==> src/sv/extent_request_splitter_unit_macros.svh <==
// Assertion macros shared by the extent request splitter modules.
// Every macro expects a clock i_clk and an active-low reset i_rst_n in scope.
`ifndef EXTENT_REQUEST_SPLITTER_UNIT_MACROS_SVH
`define EXTENT_REQUEST_SPLITTER_UNIT_MACROS_SVH

// The consequent must hold in the same cycle as the antecedent.
`define ERS_ASSERT_SAME(label, ante, cons, msg) \
    label: assert property (@(posedge i_clk) disable iff (!i_rst_n) \
        (ante) |-> (cons)) else $error(msg);

// The consequent must hold in the cycle after the antecedent.
`define ERS_ASSERT_NEXT(label, ante, cons, msg) \
    label: assert property (@(posedge i_clk) disable iff (!i_rst_n) \
        (ante) |=> (cons)) else $error(msg);

`endif

==> src/sv/ers_pkg.sv <==
// Package for the extent request splitter: field widths, shift limits and
// the command and status structs between controller and datapath. No dependencies.
`timescale 1ns / 1ps

package ers_pkg;

    localparam int VOL_W       = 32;
    localparam int OFFSET_W    = 48;
    localparam int LENGTH_W    = 32;
    localparam int IDX_W       = 39;
    localparam int BASE_W      = 48;
    localparam int DOFF_W      = 32;
    localparam int INEXT_W     = 30;
    localparam int PLEN_W      = 31;
    localparam int SHIFT_W     = 5;

    localparam logic [SHIFT_W-1:0] SHIFT_MIN   = 5'd9;
    localparam logic [SHIFT_W-1:0] SHIFT_MAX   = 5'd30;
    localparam logic [SHIFT_W-1:0] SHIFT_RESET = 5'd20;

    localparam int MAX_PIECES_DEF = 64;

    typedef struct packed {
        logic load;
        logic check;
        logic emit;
    } t_cmd;

    typedef struct packed {
        logic zero_len;
        logic too_long;
        logic last_piece;
        logic out_free;
    } t_status;

endpackage

==> src/sv/ers_if.sv <==
// Handshake interfaces for the request and piece channels.
// Depends on ers_pkg for the field widths.
`timescale 1ns / 1ps

interface ers_req_if;
    logic                          valid;
    logic                          ready;
    logic [ers_pkg::VOL_W-1:0]     req_volume;
    logic [ers_pkg::OFFSET_W-1:0]  offset;
    logic [ers_pkg::LENGTH_W-1:0]  length;

    modport source (output valid, output req_volume, output offset, output length,
                    input ready);
    modport sink   (input valid, input req_volume, input offset, input length,
                    output ready);
endinterface

interface ers_piece_if;
    logic                          valid;
    logic                          ready;
    logic [ers_pkg::VOL_W-1:0]     volume_tag;
    logic [ers_pkg::IDX_W-1:0]     extent_index;
    logic [ers_pkg::BASE_W-1:0]    extent_base;
    logic [ers_pkg::DOFF_W-1:0]    data_start;
    logic [ers_pkg::INEXT_W-1:0]   offset_in_extent;
    logic [ers_pkg::PLEN_W-1:0]    piece_length;
    logic                          last;
    logic                          too_long;

    modport source (output valid, output volume_tag, output extent_index,
                    output extent_base, output data_start, output offset_in_extent,
                    output piece_length, output last, output too_long, input ready);
    modport sink   (input valid, input volume_tag, input extent_index,
                    input extent_base, input data_start, input offset_in_extent,
                    input piece_length, input last, input too_long, output ready);
endinterface

==> src/sv/extent_request_splitter_unit.sv <==
// Top level of the extent request splitter: controller plus datapath.
// Depends on ers_pkg, ers_if, ers_ctrl and ers_datapath.
`timescale 1ns / 1ps

//  Channel   Direction  Handshake              Carries
//  i_req     in         valid / ready          req_volume, offset, length
//  o_piece   out        valid / ready          one piece per extent touched
//  cfg       in         i_cfg_valid/o_cfg_ready extent_shift (log2 of extent size)
//
//  A request is accepted in the idle state, its length is checked against the piece
//  limit, then one piece a cycle leaves the single output register while it is free.
//  Zero-length and refused requests yield a single piece at the check and no walk.
//  Reset is synchronous and active low; it restores an extent shift of 20.
//  A stall on o_piece holds the output register and pauses the piece walk.
//  The configuration port is always ready and should only be written while idle.

module extent_request_splitter_unit #(
    parameter int MAX_PIECES = ers_pkg::MAX_PIECES_DEF
) (
    input  logic                         i_clk,
    input  logic                         i_rst_n,
    ers_req_if.sink                      i_req,
    ers_piece_if.source                  o_piece,
    input  logic                         i_cfg_valid,
    output logic                         o_cfg_ready,
    input  logic [ers_pkg::SHIFT_W-1:0]  i_cfg_data
);
    import ers_pkg::*;

    t_cmd    w_cmd;
    t_status w_status;
    logic    w_in_ready;

    // The shift register is a single flop bank, so writes are taken at once.
    assign o_cfg_ready = 1'b1;
    assign i_req.ready = w_in_ready;

    // The controller sequences accept, length check and the piece walk.
    ers_ctrl u_ctrl (
        .i_clk      (i_clk),
        .i_rst_n    (i_rst_n),
        .i_in_valid (i_req.valid),
        .o_in_ready (w_in_ready),
        .i_status   (w_status),
        .o_cmd      (w_cmd)
    );

    // The datapath holds the request, the walk registers and the output register.
    ers_datapath #(
        .MAX_PIECES (MAX_PIECES)
    ) u_datapath (
        .i_clk        (i_clk),
        .i_rst_n      (i_rst_n),
        .i_cfg_valid  (i_cfg_valid),
        .i_cfg_data   (i_cfg_data),
        .i_req_volume (i_req.req_volume),
        .i_offset     (i_req.offset),
        .i_length     (i_req.length),
        .i_cmd        (w_cmd),
        .o_status     (w_status),
        .o_piece      (o_piece)
    );

endmodule

==> src/sv/ers_ctrl.sv <==
// Controller state machine of the extent request splitter.
// Depends on ers_pkg and the assertion macros header.
`timescale 1ns / 1ps
`include "extent_request_splitter_unit_macros.svh"

module ers_ctrl (
    input  logic            i_clk,
    input  logic            i_rst_n,
    input  logic            i_in_valid,
    output logic            o_in_ready,
    input  ers_pkg::t_status i_status,
    output ers_pkg::t_cmd   o_cmd
);
    import ers_pkg::*;

    typedef enum logic [2:0] {
        S_IDLE  = 3'b001,
        S_CHECK = 3'b010,
        S_EMIT  = 3'b100
    } t_state;

    t_state r_state, n_state;

    always_comb begin
        n_state    = r_state;
        o_in_ready = 1'b0;
        o_cmd      = '0;
        case (r_state)
            S_IDLE: begin
                o_in_ready = 1'b1;
                if (i_in_valid) begin
                    o_cmd.load = 1'b1;
                    n_state    = S_CHECK;
                end
            end
            S_CHECK: begin
                if (i_status.out_free) begin
                    o_cmd.check = 1'b1;
                    if (i_status.zero_len || i_status.too_long) begin
                        n_state = S_IDLE;
                    end else begin
                        n_state = S_EMIT;
                    end
                end
            end
            S_EMIT: begin
                if (i_status.out_free) begin
                    o_cmd.emit = 1'b1;
                    if (i_status.last_piece) begin
                        n_state = S_IDLE;
                    end
                end
            end
            default: begin
                n_state = S_IDLE;
            end
        endcase
    end

    always_ff @(posedge i_clk) begin
        if (!i_rst_n) begin
            r_state <= S_IDLE;
        end else begin
            r_state <= n_state;
        end
    end

    `ERS_ASSERT_NEXT(a_accept_to_check, i_in_valid && o_in_ready, r_state == S_CHECK, "accepted request did not enter the check state")
    `ERS_ASSERT_SAME(a_emit_needs_room, o_cmd.emit || o_cmd.check, i_status.out_free, "result produced while output register full")
    `ERS_ASSERT_NEXT(a_last_to_idle, o_cmd.emit && i_status.last_piece, o_in_ready, "not ready for a new request after the last piece")

endmodule

==> src/sv/ers_datapath.sv <==
// Datapath of the extent request splitter: configuration register, walk
// registers and the output register. Depends on ers_pkg, ers_if and the macros.
`timescale 1ns / 1ps
`include "extent_request_splitter_unit_macros.svh"

module ers_datapath #(
    parameter int MAX_PIECES = ers_pkg::MAX_PIECES_DEF
) (
    input  logic                          i_clk,
    input  logic                          i_rst_n,
    input  logic                          i_cfg_valid,
    input  logic [ers_pkg::SHIFT_W-1:0]   i_cfg_data,
    input  logic [ers_pkg::VOL_W-1:0]     i_req_volume,
    input  logic [ers_pkg::OFFSET_W-1:0]  i_offset,
    input  logic [ers_pkg::LENGTH_W-1:0]  i_length,
    input  ers_pkg::t_cmd                 i_cmd,
    output ers_pkg::t_status              o_status,
    ers_piece_if.source                   o_piece
);
    import ers_pkg::*;

    localparam logic [LENGTH_W:0] LIMIT_M1 = (LENGTH_W+1)'(MAX_PIECES - 1);

    logic [SHIFT_W-1:0]   r_cfg_shift;
    logic [SHIFT_W-1:0]   r_s;
    logic [VOL_W-1:0]     r_vol;
    logic [IDX_W-1:0]     r_ext;
    logic [INEXT_W-1:0]   r_inext;
    logic [LENGTH_W-1:0]  r_left;
    logic [DOFF_W-1:0]    r_done;
    logic                 r_first;

    logic                 r_o_valid;
    logic [VOL_W-1:0]     r_o_vol;
    logic [IDX_W-1:0]     r_o_idx;
    logic [BASE_W-1:0]    r_o_base;
    logic [DOFF_W-1:0]    r_o_doff;
    logic [INEXT_W-1:0]   r_o_inext;
    logic [PLEN_W-1:0]    r_o_plen;
    logic                 r_o_last;
    logic                 r_o_tl;

    logic [SHIFT_W-1:0]   ld_s;
    logic [PLEN_W-1:0]    ld_mask;
    logic [LENGTH_W:0]    end_byte;
    logic [LENGTH_W:0]    cnt_m1;
    logic                 too_long;
    logic [PLEN_W-1:0]    room;
    logic [LENGTH_W-1:0]  room_w;
    logic [LENGTH_W-1:0]  plen_w;
    logic                 is_last;
    logic [BASE_W-1:0]    base;
    logic                 out_free;

    // Shift is clamped into the supported extent sizes when a request is taken.
    always_comb begin
        if (r_cfg_shift < SHIFT_MIN) begin
            ld_s = SHIFT_MIN;
        end else if (r_cfg_shift > SHIFT_MAX) begin
            ld_s = SHIFT_MAX;
        end else begin
            ld_s = r_cfg_shift;
        end
        ld_mask = (PLEN_W'(1) << ld_s) - PLEN_W'(1);
    end

    // Last byte relative to the first extent start, in extents, gives pieces - 1.
    assign end_byte = (LENGTH_W+1)'(r_inext) + (LENGTH_W+1)'(r_left) - (LENGTH_W+1)'(1);
    assign cnt_m1   = end_byte >> r_s;
    assign too_long = (r_left != '0) && (cnt_m1 > LIMIT_M1);

    assign room    = (PLEN_W'(1) << r_s) - (r_first ? PLEN_W'(r_inext) : PLEN_W'(0));
    assign room_w  = LENGTH_W'(room);
    assign plen_w  = (room_w < r_left) ? room_w : r_left;
    assign is_last = (plen_w == r_left);
    assign base    = BASE_W'(r_ext) << r_s;

    assign out_free = !r_o_valid || o_piece.ready;

    always_comb begin
        o_status.zero_len   = (r_left == '0);
        o_status.too_long   = too_long;
        o_status.last_piece = is_last;
        o_status.out_free   = out_free;
    end

    always_ff @(posedge i_clk) begin
        if (!i_rst_n) begin
            r_cfg_shift <= SHIFT_RESET;
        end else if (i_cfg_valid) begin
            r_cfg_shift <= i_cfg_data;
        end
    end

    always_ff @(posedge i_clk) begin
        if (i_cmd.load) begin
            r_s     <= ld_s;
            r_vol   <= i_req_volume;
            r_ext   <= IDX_W'(i_offset >> ld_s);
            r_inext <= i_offset[INEXT_W-1:0] & ld_mask[INEXT_W-1:0];
            r_left  <= i_length;
            r_done  <= '0;
            r_first <= 1'b1;
        end else if (i_cmd.emit) begin
            r_left  <= r_left - plen_w;
            r_done  <= r_done + plen_w;
            r_ext   <= r_ext + IDX_W'(1);
            r_first <= 1'b0;
        end
    end

    always_ff @(posedge i_clk) begin
        if (!i_rst_n) begin
            r_o_valid <= 1'b0;
        end else if (i_cmd.check && (o_status.zero_len || too_long)) begin
            r_o_valid <= 1'b1;
        end else if (i_cmd.emit) begin
            r_o_valid <= 1'b1;
        end else if (o_piece.ready) begin
            r_o_valid <= 1'b0;
        end
    end

    always_ff @(posedge i_clk) begin
        if (i_cmd.check && too_long) begin
            r_o_vol   <= r_vol;
            r_o_idx   <= '0;
            r_o_base  <= '0;
            r_o_doff  <= '0;
            r_o_inext <= '0;
            r_o_plen  <= '0;
            r_o_last  <= 1'b1;
            r_o_tl    <= 1'b1;
        end else if (i_cmd.check && o_status.zero_len) begin
            r_o_vol   <= r_vol;
            r_o_idx   <= r_ext;
            r_o_base  <= base;
            r_o_doff  <= '0;
            r_o_inext <= r_inext;
            r_o_plen  <= '0;
            r_o_last  <= 1'b1;
            r_o_tl    <= 1'b0;
        end else if (i_cmd.emit) begin
            r_o_vol   <= r_vol;
            r_o_idx   <= r_ext;
            r_o_base  <= base;
            r_o_doff  <= r_done;
            r_o_inext <= r_first ? r_inext : '0;
            r_o_plen  <= plen_w[PLEN_W-1:0];
            r_o_last  <= is_last;
            r_o_tl    <= 1'b0;
        end
    end

    assign o_piece.valid            = r_o_valid;
    assign o_piece.volume_tag       = r_o_vol;
    assign o_piece.extent_index     = r_o_idx;
    assign o_piece.extent_base      = r_o_base;
    assign o_piece.data_start       = r_o_doff;
    assign o_piece.offset_in_extent = r_o_inext;
    assign o_piece.piece_length     = r_o_plen;
    assign o_piece.last             = r_o_last;
    assign o_piece.too_long         = r_o_tl;

    `ERS_ASSERT_NEXT(a_shift_clamped, i_cmd.load, (r_s >= SHIFT_MIN) && (r_s <= SHIFT_MAX), "clamped shift out of range")
    `ERS_ASSERT_SAME(a_refusal_empty, r_o_valid && r_o_tl, (r_o_plen == '0) && r_o_last, "refused request carries a piece")
    `ERS_ASSERT_NEXT(a_last_drains, i_cmd.emit && is_last, r_left == '0, "bytes left after the last piece")

endmodule

==> src/flat_wrapper.sv <==
// flat-port wrapper written by rule: the top's interface ports become plain ports
module extent_request_splitter_unit_flat import ers_pkg::*;
#(
    parameter int MAX_PIECES = ers_pkg::MAX_PIECES_DEF
)
  (i_clk, i_rst_n, i_cfg_valid, o_cfg_ready, i_cfg_data, i_req_valid, i_req_req_volume, i_req_offset, i_req_length, i_req_ready, o_piece_valid, o_piece_volume_tag, o_piece_extent_index, o_piece_extent_base, o_piece_data_start, o_piece_offset_in_extent, o_piece_piece_length, o_piece_last, o_piece_too_long, o_piece_ready);
  ers_req_if i_req_i ();
  ers_piece_if o_piece_i ();
  input  logic i_clk;
  input  logic i_rst_n;
  input  logic i_cfg_valid;
  output logic o_cfg_ready;
  input  logic [ers_pkg::SHIFT_W-1:0] i_cfg_data;
  input wire logic [$bits(i_req_i.valid)-1:0] i_req_valid;
  input wire logic [$bits(i_req_i.req_volume)-1:0] i_req_req_volume;
  input wire logic [$bits(i_req_i.offset)-1:0] i_req_offset;
  input wire logic [$bits(i_req_i.length)-1:0] i_req_length;
  output wire logic [$bits(i_req_i.ready)-1:0] i_req_ready;
  output wire logic [$bits(o_piece_i.valid)-1:0] o_piece_valid;
  output wire logic [$bits(o_piece_i.volume_tag)-1:0] o_piece_volume_tag;
  output wire logic [$bits(o_piece_i.extent_index)-1:0] o_piece_extent_index;
  output wire logic [$bits(o_piece_i.extent_base)-1:0] o_piece_extent_base;
  output wire logic [$bits(o_piece_i.data_start)-1:0] o_piece_data_start;
  output wire logic [$bits(o_piece_i.offset_in_extent)-1:0] o_piece_offset_in_extent;
  output wire logic [$bits(o_piece_i.piece_length)-1:0] o_piece_piece_length;
  output wire logic [$bits(o_piece_i.last)-1:0] o_piece_last;
  output wire logic [$bits(o_piece_i.too_long)-1:0] o_piece_too_long;
  input wire logic [$bits(o_piece_i.ready)-1:0] o_piece_ready;
  assign i_req_i.valid = i_req_valid;
  assign i_req_i.req_volume = i_req_req_volume;
  assign i_req_i.offset = i_req_offset;
  assign i_req_i.length = i_req_length;
  assign i_req_ready = i_req_i.ready;
  assign o_piece_valid = o_piece_i.valid;
  assign o_piece_volume_tag = o_piece_i.volume_tag;
  assign o_piece_extent_index = o_piece_i.extent_index;
  assign o_piece_extent_base = o_piece_i.extent_base;
  assign o_piece_data_start = o_piece_i.data_start;
  assign o_piece_offset_in_extent = o_piece_i.offset_in_extent;
  assign o_piece_piece_length = o_piece_i.piece_length;
  assign o_piece_last = o_piece_i.last;
  assign o_piece_too_long = o_piece_i.too_long;
  assign o_piece_i.ready = o_piece_ready;
  extent_request_splitter_unit #(.MAX_PIECES(MAX_PIECES)) u_core (.i_clk(i_clk), .i_rst_n(i_rst_n), .i_req(i_req_i), .o_piece(o_piece_i), .i_cfg_valid(i_cfg_valid), .o_cfg_ready(o_cfg_ready), .i_cfg_data(i_cfg_data));
endmodule
==> config.mk <==
export PLATFORM = sky130hd
export DESIGN_NAME = extent_request_splitter_unit_flat
export DESIGN_NICKNAME = d
export VERILOG_FILES = /design/src/sv/ers_pkg.sv /design/src/sv/ers_if.sv /design/src/sv/extent_request_splitter_unit.sv /design/src/sv/ers_ctrl.sv /design/src/sv/ers_datapath.sv /design/src/flat_wrapper.sv
export VERILOG_INCLUDE_DIRS = /design/src /design/src/sv
export SDC_FILE = /design/constraint.sdc
export NUM_CORES = 1
export LEC_CHECK = 0
export BUFFER_PORTS_ARGS = -buffer_cell sky130_fd_sc_hd__buf_2
export CORE_AREA = 4 4 223 225
export CTS_CLUSTER_DIAMETER = 120
export DETAILED_ROUTE_END_ITERATION = 12
export DIE_AREA = 0 0 227 229
export PLACE_DENSITY = 0.8
export SLEW_MARGIN = 20
export SYNTH_ARGS = -nofsm -noshare
export SYNTH_HDL_FRONTEND = slang
export SYNTH_SLANG_ARGS = --single-unit
==> constraint.sdc <==
create_clock -name i_clk -period 21 [get_ports i_clk]
set_clock_uncertainty 0.05 [all_clocks]
set_input_delay 3.15 -clock i_clk [delete_from_list [all_inputs] [get_ports i_clk]]
set_output_delay 3.15 -clock i_clk [all_outputs]
set_load 0.02 [all_outputs]
==> qor.csv, run 1 <==
stage,metric,value,unit
floorplanning,design.portCount,339,
yosys,synthesis.area,0.0284,mm2
worst_setup_path,cp.arrival,11.50,ns
yosys,synth-seq-area-share,33.7,%
place,portBuffers,337,
clock_network,post_cts_buffers,0,
worst_setup_path,path_max_fanout,69,
clock_network,post_cts_resized,0,
sta,setup_tns,0,ns
clock_network,hold_buffers,0,
pwr,p_sw_share,46.5,%
finish,design_area,0.0319,mm2
yosys,ys.warnings.count,0,
clock_network,path_clk_slew,0.07,ns
floorplanning,die_area,0.0520,mm2
pwr,vdd_drop_max,0.0000884,V
sta,period_minus_slack,11.25,ns
pwr,power.density,137,mW/mm2
place,hpwl,67800,um
worst_hold_path,holdCritStartpoint,u_core.u_datapath.r_vol[25]$_DFFE_PP_,
worst_setup_path,rr_worst_depth,41,
sta,hold_violations,0,
yosys,synth.distinct_cells,96,
worst_hold_path,whs_endpoint,u_core.u_datapath.o_piece.volume_tag[25]$_DFFE_PP_,
worst_setup_path,critPathLaunchType,flop,
yosys,ys_seq_elements,394,
global_routing,track_usage,33.0,%
detailed_routing,drt_first_pass_iters,6,
sta,finalMaxSlewViolations,0,
global_routing,grt_max_degree,78,
yosys,synth-edff-count,170,
yosys,ys.flop_type,dfxtp_1,
run_status,outcome,"complete, no violations",
detailed_routing,ant_nets,0,
yosys,async_flop_share,0,%
floorplanning,coreArea,0.0475,mm2
clock_network,cts_tree,done,
place,gp_congestion,0.996,
pwr,pwr-share-seq,22.3,%
sta,rsz0062_at_grt,no,
floorplanning,die_w,227,um
clock_network,cts_made_buffers,43,
worst_setup_path,required,21.25,ns
worst_setup_path,r2r_start,u_core.u_datapath.r_s[3]$_DFFE_PP_,
finish,synthToLayoutAreaGrowth,12.3,%
finish,final_layout_size_suffix_gt1_share,14.9,%
floorplanning,fp-row-count,80,
finish,final_net_count,3983,
clock_network,clock_path_buffers,3,
sta,max_freq,88.9,MHz
yosys,synthCells,3468,
global_routing,grt_pass1_wl,138000,um
detailed_routing,routed_wl,90000,um
pwr,pwr-share-clk,18.4,%
worst_hold_path,hold_path_depth,0,
worst_setup_path,critPathMaxStageDelay,0.77,ns
detailed_routing,routed-via-count,27207,
global_routing,grt_pass1_vias,24755,
place,placed_cell_area,0.0304,mm2
worst_setup_path,cpMostUsedCell,a21oi_1,
worst_setup_path,reg2reg_slack,9.75,ns
sta,worst_slew_pin_slew,1.04,ns
floorplanning,start_util,59.8,%
pwr,p_int,2.33,mW
detailed_routing,route.detailed.drc,0,
detailed_routing,viasPerCell,6.30,
clock_network,htreeDepth,2,
pwr,p_comb_share,59.3,%
clock_network,root_buffer,clkbuf_16,
pwr,netSwitchingPower,2.03,mW
worst_setup_path,reg2reg_to,u_core.u_datapath.r_left[28]$_DFFE_PP_,
detailed_routing,wire_per_inst,20.8,um
clock_network,insertion_delay,0.58,ns
global_routing,antenna_found_initial,1,
finish,num-fill-cells,4009,
pwr,static-leakage-power,14.0,nW
worst_setup_path,crit_path_end_kind,flop,
detailed_routing,first_iter_violations,3471,
sta,min_period_over_period,53.6,%
floorplanning,die_y,229,um
worst_setup_path,crit_slowest_cell,inv_1,
sta,max_slew_margin,30.7,%
worst_hold_path,hold_class,flop to flop,
worst_setup_path,path_class,flop to flop,
global_routing,grt_overflow_total,0,
sta,finalHoldWorstSlack,0.364,ns
yosys,avgSynthCellArea,8.20,um2
clock_network,cts_sinks,394,
sta,finalSetupViolCount,0,
flow_run,drv_cap,0,
## layout by cell type, fill, tap and decap left out, types with 14 or more instances in the layout
master     count
a31oi_1       20
mux4_2        25
buf_4         35
o21ai_0      171
o211ai_1      24
and3_1        30
dfxtp_1      222
o221ai_1      16
ha_1         186
xor2_1        60
or3_1         14
nand2_1      493
mux2i_1      158
edfxtp_1     170
a211oi_1      78
nor4_1        17
a21oi_1      304
xnor2_1       80
clkbuf_16     49
o22ai_1       27
a22oi_1       38
mux2_2        18
buf_2        337
nand4_1       46
nor3_1        54
nand3_1       59
o21a_1        28
nor2b_1       25
a21o_1        38
inv_1        195
nor2_1       380
nand2b_1      19
and2_1        20
## sequential cells by signal, indices dropped and copies added, names as in the netlist
signal / count
u_core.u_datapath.r_inext: 30
u_core.u_datapath.o_piece.last: 1
u_core.u_datapath.r_cfg_shift: 5
u_core.u_datapath.o_piece.volume_tag: 32
u_core.u_datapath.o_piece.too_long: 1
u_core.u_datapath.r_s: 5
u_core.u_datapath.r_ext: 39
u_core.u_datapath.r_left: 32
u_core.u_datapath.o_piece.offset_in_extent: 30
u_core.u_ctrl.r_state: 3
u_core.u_datapath.o_piece.valid: 1
u_core.u_datapath.o_piece.extent_index: 39
u_core.u_datapath.o_piece.data_start: 32
u_core.u_datapath.o_piece.extent_base: 48
u_core.u_datapath.r_first: 1
u_core.u_datapath.o_piece.piece_length: 31
u_core.u_datapath.r_vol: 32
u_core.u_datapath.r_done: 32
## routing by layer
metal	up-vias	global-route usage, %	routed length [um]	part of all wire [%]
li1	12866	-	-	-
met3	193	6.56	9160	10
met2	1418	51.4	40400	45
met4	0	9.36	2680	3.0
met1	12730	47.0	37800	42
met5	-	0	0	0
## metrics by stage
step	power, mW	setup WS, ns	std cells	util, %
after floorplan	2.85	12.02	3470	-
after global placement	3.47	10.40	4240	63.9
after detailed placement	3.48	10.13	4240	63.9
after CTS	4.29	10.04	4319	67.1
after global routing	4.63	8.77	4320	67.2
final	4.36	9.75	4322	67.2
## power groups by stage
stage | logic, mW | clock network [mW] | registers, mW
after floorplan | 1.90 | 0 | 0.953
final | 2.59 | 0.803 | 0.971
after CTS | 2.51 | 0.811 | 0.967
after detailed placement | 2.49 | 0 | 0.983
after global routing | 2.81 | 0.844 | 0.974
after global placement | 2.48 | 0 | 0.982
## synthesized netlist by cell type, types with 7 or more instances
cell       instances  area share (%)
a2111oi_0          8            0.25
a211o_1            7            0.22
a211oi_1          78             2.1
a21boi_0           8            0.21
a21o_1            38             1.0
a21oi_1          305             5.4
a221oi_1          12            0.37
a22oi_1           38             1.0
a311oi_1           7            0.22
a31oi_1           20            0.44
and2_1            21            0.46
and3_1            30            0.66
and4_1             7            0.22
buf_1             24            0.32
buf_2             35            0.62
clkbuf_1         152             2.0
dfxtp_1          224              16
edfxtp_1         170              18
ha_1             186             8.2
inv_1            196             2.6
mux2_2            18            0.71
mux2i_1          158             5.6
mux4_2            25             2.0
nand2_1          496             6.5
nand2b_1          19            0.42
nand3_1           59             1.0
nand4_1           46             1.0
nor2_1           381             5.0
nor2b_1           25            0.55
nor3_1            54            0.95
nor4_1            17            0.37
o211a_1            7            0.25
o211ai_1          24            0.63
o21a_1            28            0.74
o21ai_0          172             3.0
o21ai_1           11            0.19
o21bai_1          12            0.32
o221ai_1          16            0.49
o22ai_1           27            0.59
o31ai_1           11            0.29
or2_2              9            0.20
or3_1             14            0.31
xnor2_1           80             2.5
xor2_1            60             1.8
## worst max path at each step
stage | slack, ns | end | cells past startpoint | from
after floorplan | 12.02 | u_core.u_datapath.r_left[31]$_DFFE_PP_ | 42 | u_core.u_datapath.r_s[2]$_DFFE_PP_
after global placement | 10.40 | u_core.u_datapath.r_left[28]$_DFFE_PP_ | 43 | u_core.u_datapath.r_s[3]$_DFFE_PP_
after detailed placement | 10.13 | u_core.u_datapath.r_left[28]$_DFFE_PP_ | 41 | u_core.u_datapath.r_s[3]$_DFFE_PP_
after CTS | 10.04 | u_core.u_datapath.r_left[28]$_DFFE_PP_ | 41 | u_core.u_datapath.r_s[3]$_DFFE_PP_
after global routing | 8.77 | u_core.u_datapath.r_left[28]$_DFFE_PP_ | 43 | u_core.u_datapath.r_s[3]$_DFFE_PP_
final | 9.75 | u_core.u_datapath.r_left[28]$_DFFE_PP_ | 41 | u_core.u_datapath.r_s[3]$_DFFE_PP_
## final cells by class
class,instances,area (um2),share of cell area [%]
Inverter,199,749,2.35
Clock inverter,21,206,0.646
Sequential cell,394,9590,30.0
Clock buffer,58,1310,4.10
Timing Repair Buffer,373,1980,6.19
Tap cell,615,769,2.41
Multi-Input combinational cell,2660,17300,54.3
Antenna cell,2,5.00,0.0157
## cells by family after synthesis
| family | share of synthesized area, % |
|---|---|
| mux | 8.26 |
| simple gates | 18.6 |
| fa+ha+maj | 8.47 |
| buf+inv | 5.76 |
| compound gates | 20.9 |
| other cells | 0.0132 |
| flops | 33.7 |
| xor+xnor | 4.31 |
## worst max-delay path, delay by kind of cell, from the launching register on
kind / cells / cell delay, ns
buffers and inverters: 4 / 1.65
and+or+nand+nor: 6 / 1.53
DFF: 1 / 0.37
adders and majority gates: 4 / 1.17
xor gates and xnor gates: 2 / 0.32
AOI/OAI and AO/OA: 25 / 5.80
Power figures use the tool's default switching activity.
==> inputs of run 2 (changes only) <==
Settings changed: ABC_AREA from default to 1, CORE_AREA 4 4 223 225 to 4 4 226 228, DIE_AREA 0 0 227 229 to 0 0 230 232.
Clock period 21 ns to 11.2 ns, I/O delays scaled along.
==> run 2 against run 1 <==
Net effect:
- design area rose by 2.7%
- register-to-register slack lost 8.8 ns
- sequential power increased by 120%
- critical path type unchanged
- via count grew 13%
- flip-flop and latch count stayed put
- clock power rose by 91%
- fmax is 9.9% higher
- worst setup slack lost 8.8 ns
- sequential share of layout area shrank 0.79 points
- synthesized cell count grew 24%
- first-iteration DRC count rose by 15%
==> qor.csv, run 2 <==
stage,metric,value,unit
yosys,ys.flop_type,dfxtp_1,
clock_network,path_clk_slew,0.06,ns
finish,design_area,0.0328,mm2
sta,finalWorstSetupSlack,0.965,ns
yosys,synthCells,4286,
worst_setup_path,critPathLaunchType,flop,
sta,max_slew_margin,20.7,%
global_routing,grt_use_met1,54.0,%
global_routing,grt_max_degree,146,
sta,finalHoldWorstSlack,0.364,ns
place,pre_cts_slack,1.29,ns
place,gp_congestion,1.03,
worst_setup_path,cpMostUsedCell,inv_1,
global_routing,grt_pass1_wl,152000,um
detailed_routing,ant_nets,0,
clock_network,insertion_delay,0.61,ns
pwr,total_power,9.89,mW
detailed_routing,drt_first_pass_iters,6,
clock_network,htreeDepth,2,
yosys,synth-seq-area-share,32.8,%
finish,final_core_util,67.1,%
place,placed_cell_area,0.0313,mm2
yosys,synth.top_cell.area_share,17.4,%
sta,finalSetupViolCount,0,
yosys,synth_area_leaders,"edfxtp_1 (17%), dfxtp_1 (15%), nand2_1 (14%)",
detailed_routing,viasPerCell,5.90,
detailed_routing,wire_per_inst,19.2,um
global_routing,grt_overflow_total,0,
place,portBuffers,337,
worst_hold_path,hold_class,flop to flop,
yosys,ys.warnings.count,0,
sta,rsz0062_at_grt,no,
clock_network,clock_path_buffers,3,
global_routing,gr-usage-met2,53.3,%
floorplanning,coreArea,0.0488,mm2
yosys,synthesis.area,0.0293,mm2
worst_setup_path,crit_path_end_kind,flop,
worst_setup_path,required,11.56,ns
sta,min_period_over_period,91.4,%
finish,stdcell_count,5208,
floorplanning,start_util,59.9,%
clock_network,post_cts_resized,0,
clock_network,cts_tree,done,
global_routing,track_usage,35.5,%
pwr,vdd_drop_max,0.000168,V
global_routing,busiest_layer,met1,
detailed_routing,routed-via-count,30745,
finish,final_net_count,4820,
sta,hold_violations,0,
sta,setup_tns,0,ns
floorplanning,die_area,0.0534,mm2
finish,num-fill-cells,4566,
global_routing,grt_pass1_vias,26890,
pwr,power.density,301,mW/mm2
flow_run,drv_cap,0,
worst_setup_path,reg2reg_slack,0.97,ns
worst_setup_path,path_class,flop to flop,
yosys,synth-edff-count,170,
finish,synthToLayoutAreaGrowth,12.1,%
yosys,avgSynthCellArea,6.83,um2
global_routing,antenna_found_initial,3,
worst_setup_path,crit_slowest_cell,o21ai_0,
clock_network,hold_buffers,0,
sta,max_freq,97.7,MHz
worst_setup_path,cp.arrival,10.59,ns
yosys,ys_seq_elements,394,
detailed_routing,route.detailed.drc,0,
yosys,ys_top_cells_by_count,"nand2_1 (1108), inv_1 (541), o21ai_0 (515)",
global_routing,grt_util_met3,5.79,%
clock_network,cts_made_buffers,43,
clock_network,root_buffer,clkbuf_16,
place,dp.cells,5127,
floorplanning,die_y,232,um
clock_network,cts_sinks,394,
pwr,static-leakage-power,16.3,nW
sta,worst_slew_pin_slew,1.18,ns
detailed_routing,routed_wl,99800,um
finish,final_layout_size_suffix_gt1_share,12.4,%
sta,period_minus_slack,10.23,ns
place,hpwl,77700,um
yosys,synth_largest_area_cell,edfxtp_1,
worst_setup_path,path_max_fanout,37,
detailed_routing,first_iter_violations,4000,
finish,largest_reg_flops,48,
run_status,outcome,"complete, no violations",
clock_network,post_cts_buffers,0,
sta,finalMaxSlewViolations,0,
yosys,yosysMostFrequentCell,nand2_1,
yosys,async_flop_share,0,%
finish,layout_commonest_cell,nand2_1,
floorplanning,die_w,230,um
floorplanning,fp-row-count,81,
yosys,synth.distinct_cells,65,
finish,layout_common_cells,"nand2_1 (1107), inv_1 (541), o21ai_0 (515), buf_2 (337), nand3_1 (299)",
worst_setup_path,critPathMaxStageDelay,0.76,ns
floorplanning,design.portCount,339,
[run 2: cell count changes in the layout (fill, tap and decap cells not counted), sizes merged, moves of 35 or more]
cell | previous run | this run
mux2i | 158 | 32
xnor2 | 80 | 25
a211oi | 83 | 6
o21ai | 185 | 530
inv | 201 | 555
nor2 | 382 | 267
nand2 | 497 | 1121
nand3 | 59 | 321
or2 | 10 | 45
[run 2: path summary, 6_finish.rpt]
path / from / cells after the start / to
worst max register to register: u_core.u_datapath.r_s[0]$_DFFE_PP_ / 47 / u_core.u_datapath.r_ext[21]$_DFFE_PP_
worst min register to register: u_core.u_datapath.r_vol[6]$_DFFE_PP_ / 0 / u_core.u_datapath.o_piece.volume_tag[6]$_DFFE_PP_
worst min-delay path: u_core.u_datapath.r_vol[6]$_DFFE_PP_ / 0 / u_core.u_datapath.o_piece.volume_tag[6]$_DFFE_PP_
worst max-delay path: u_core.u_datapath.r_s[0]$_DFFE_PP_ / 47 / u_core.u_datapath.r_ext[21]$_DFFE_PP_
[run 2: layout make-up]
type,count,area (um2),area share (%)
inverters,560,2110,6.43
multi-input cells,3138,16800,51.2
well taps,664,831,2.53
diodes,1,2.50,0.00763
clock buffers,54,1180,3.59
repair buffers,371,1950,5.96
clock inverters,26,335,1.02
flip-flops and latches,394,9590,29.2
[run 2: metal layers]
metal  wire, um  part of all wire [%]  vias to the layer above
li1           -                     -                    14724
met1      44400                    45                    14236
met2      42400                    43                     1614
met3      10800                    11                      167
met4       2070                   2.1                        4
met5         37                 0.037                        -
[run 2: logic make-up (layout without fill, tap and decap cells)]
kind of cell,after synthesis,after routing,synth area share (%)
XOR/XNOR,78,78,2.33
buffers and inverters,756,1011,10.1
adder cells (fa/ha/maj),190,190,8.23
other,1,4,0.0128
AO/OA/AOI/OAI,986,986,18.5
AND/OR/NAND/NOR,1849,1849,27.0
multiplexers,32,32,1.09
flip-flops,394,394,32.8
[run 2: power by group]
group | internal (mW) | switching [mW] | leakage, nW | total [mW]
clock | 0.896 | 0.632 | 0.746 | 1.53
sequential | 1.90 | 0.282 | 3.46 | 2.18
combinational | 1.98 | 4.20 | 12.1 | 6.18
[run 2: worst max-delay path, delay by kind of cell, from the launching register on]
family	cells	cell delay (ns)
AND/OR/NAND/NOR	20	3.36
AO/OA/AOI/OAI	10	2.66
buffers and inverters	12	2.15
adder cells (fa/ha/maj)	4	1.15
flip-flops	1	0.38
XOR/XNOR	1	0.19
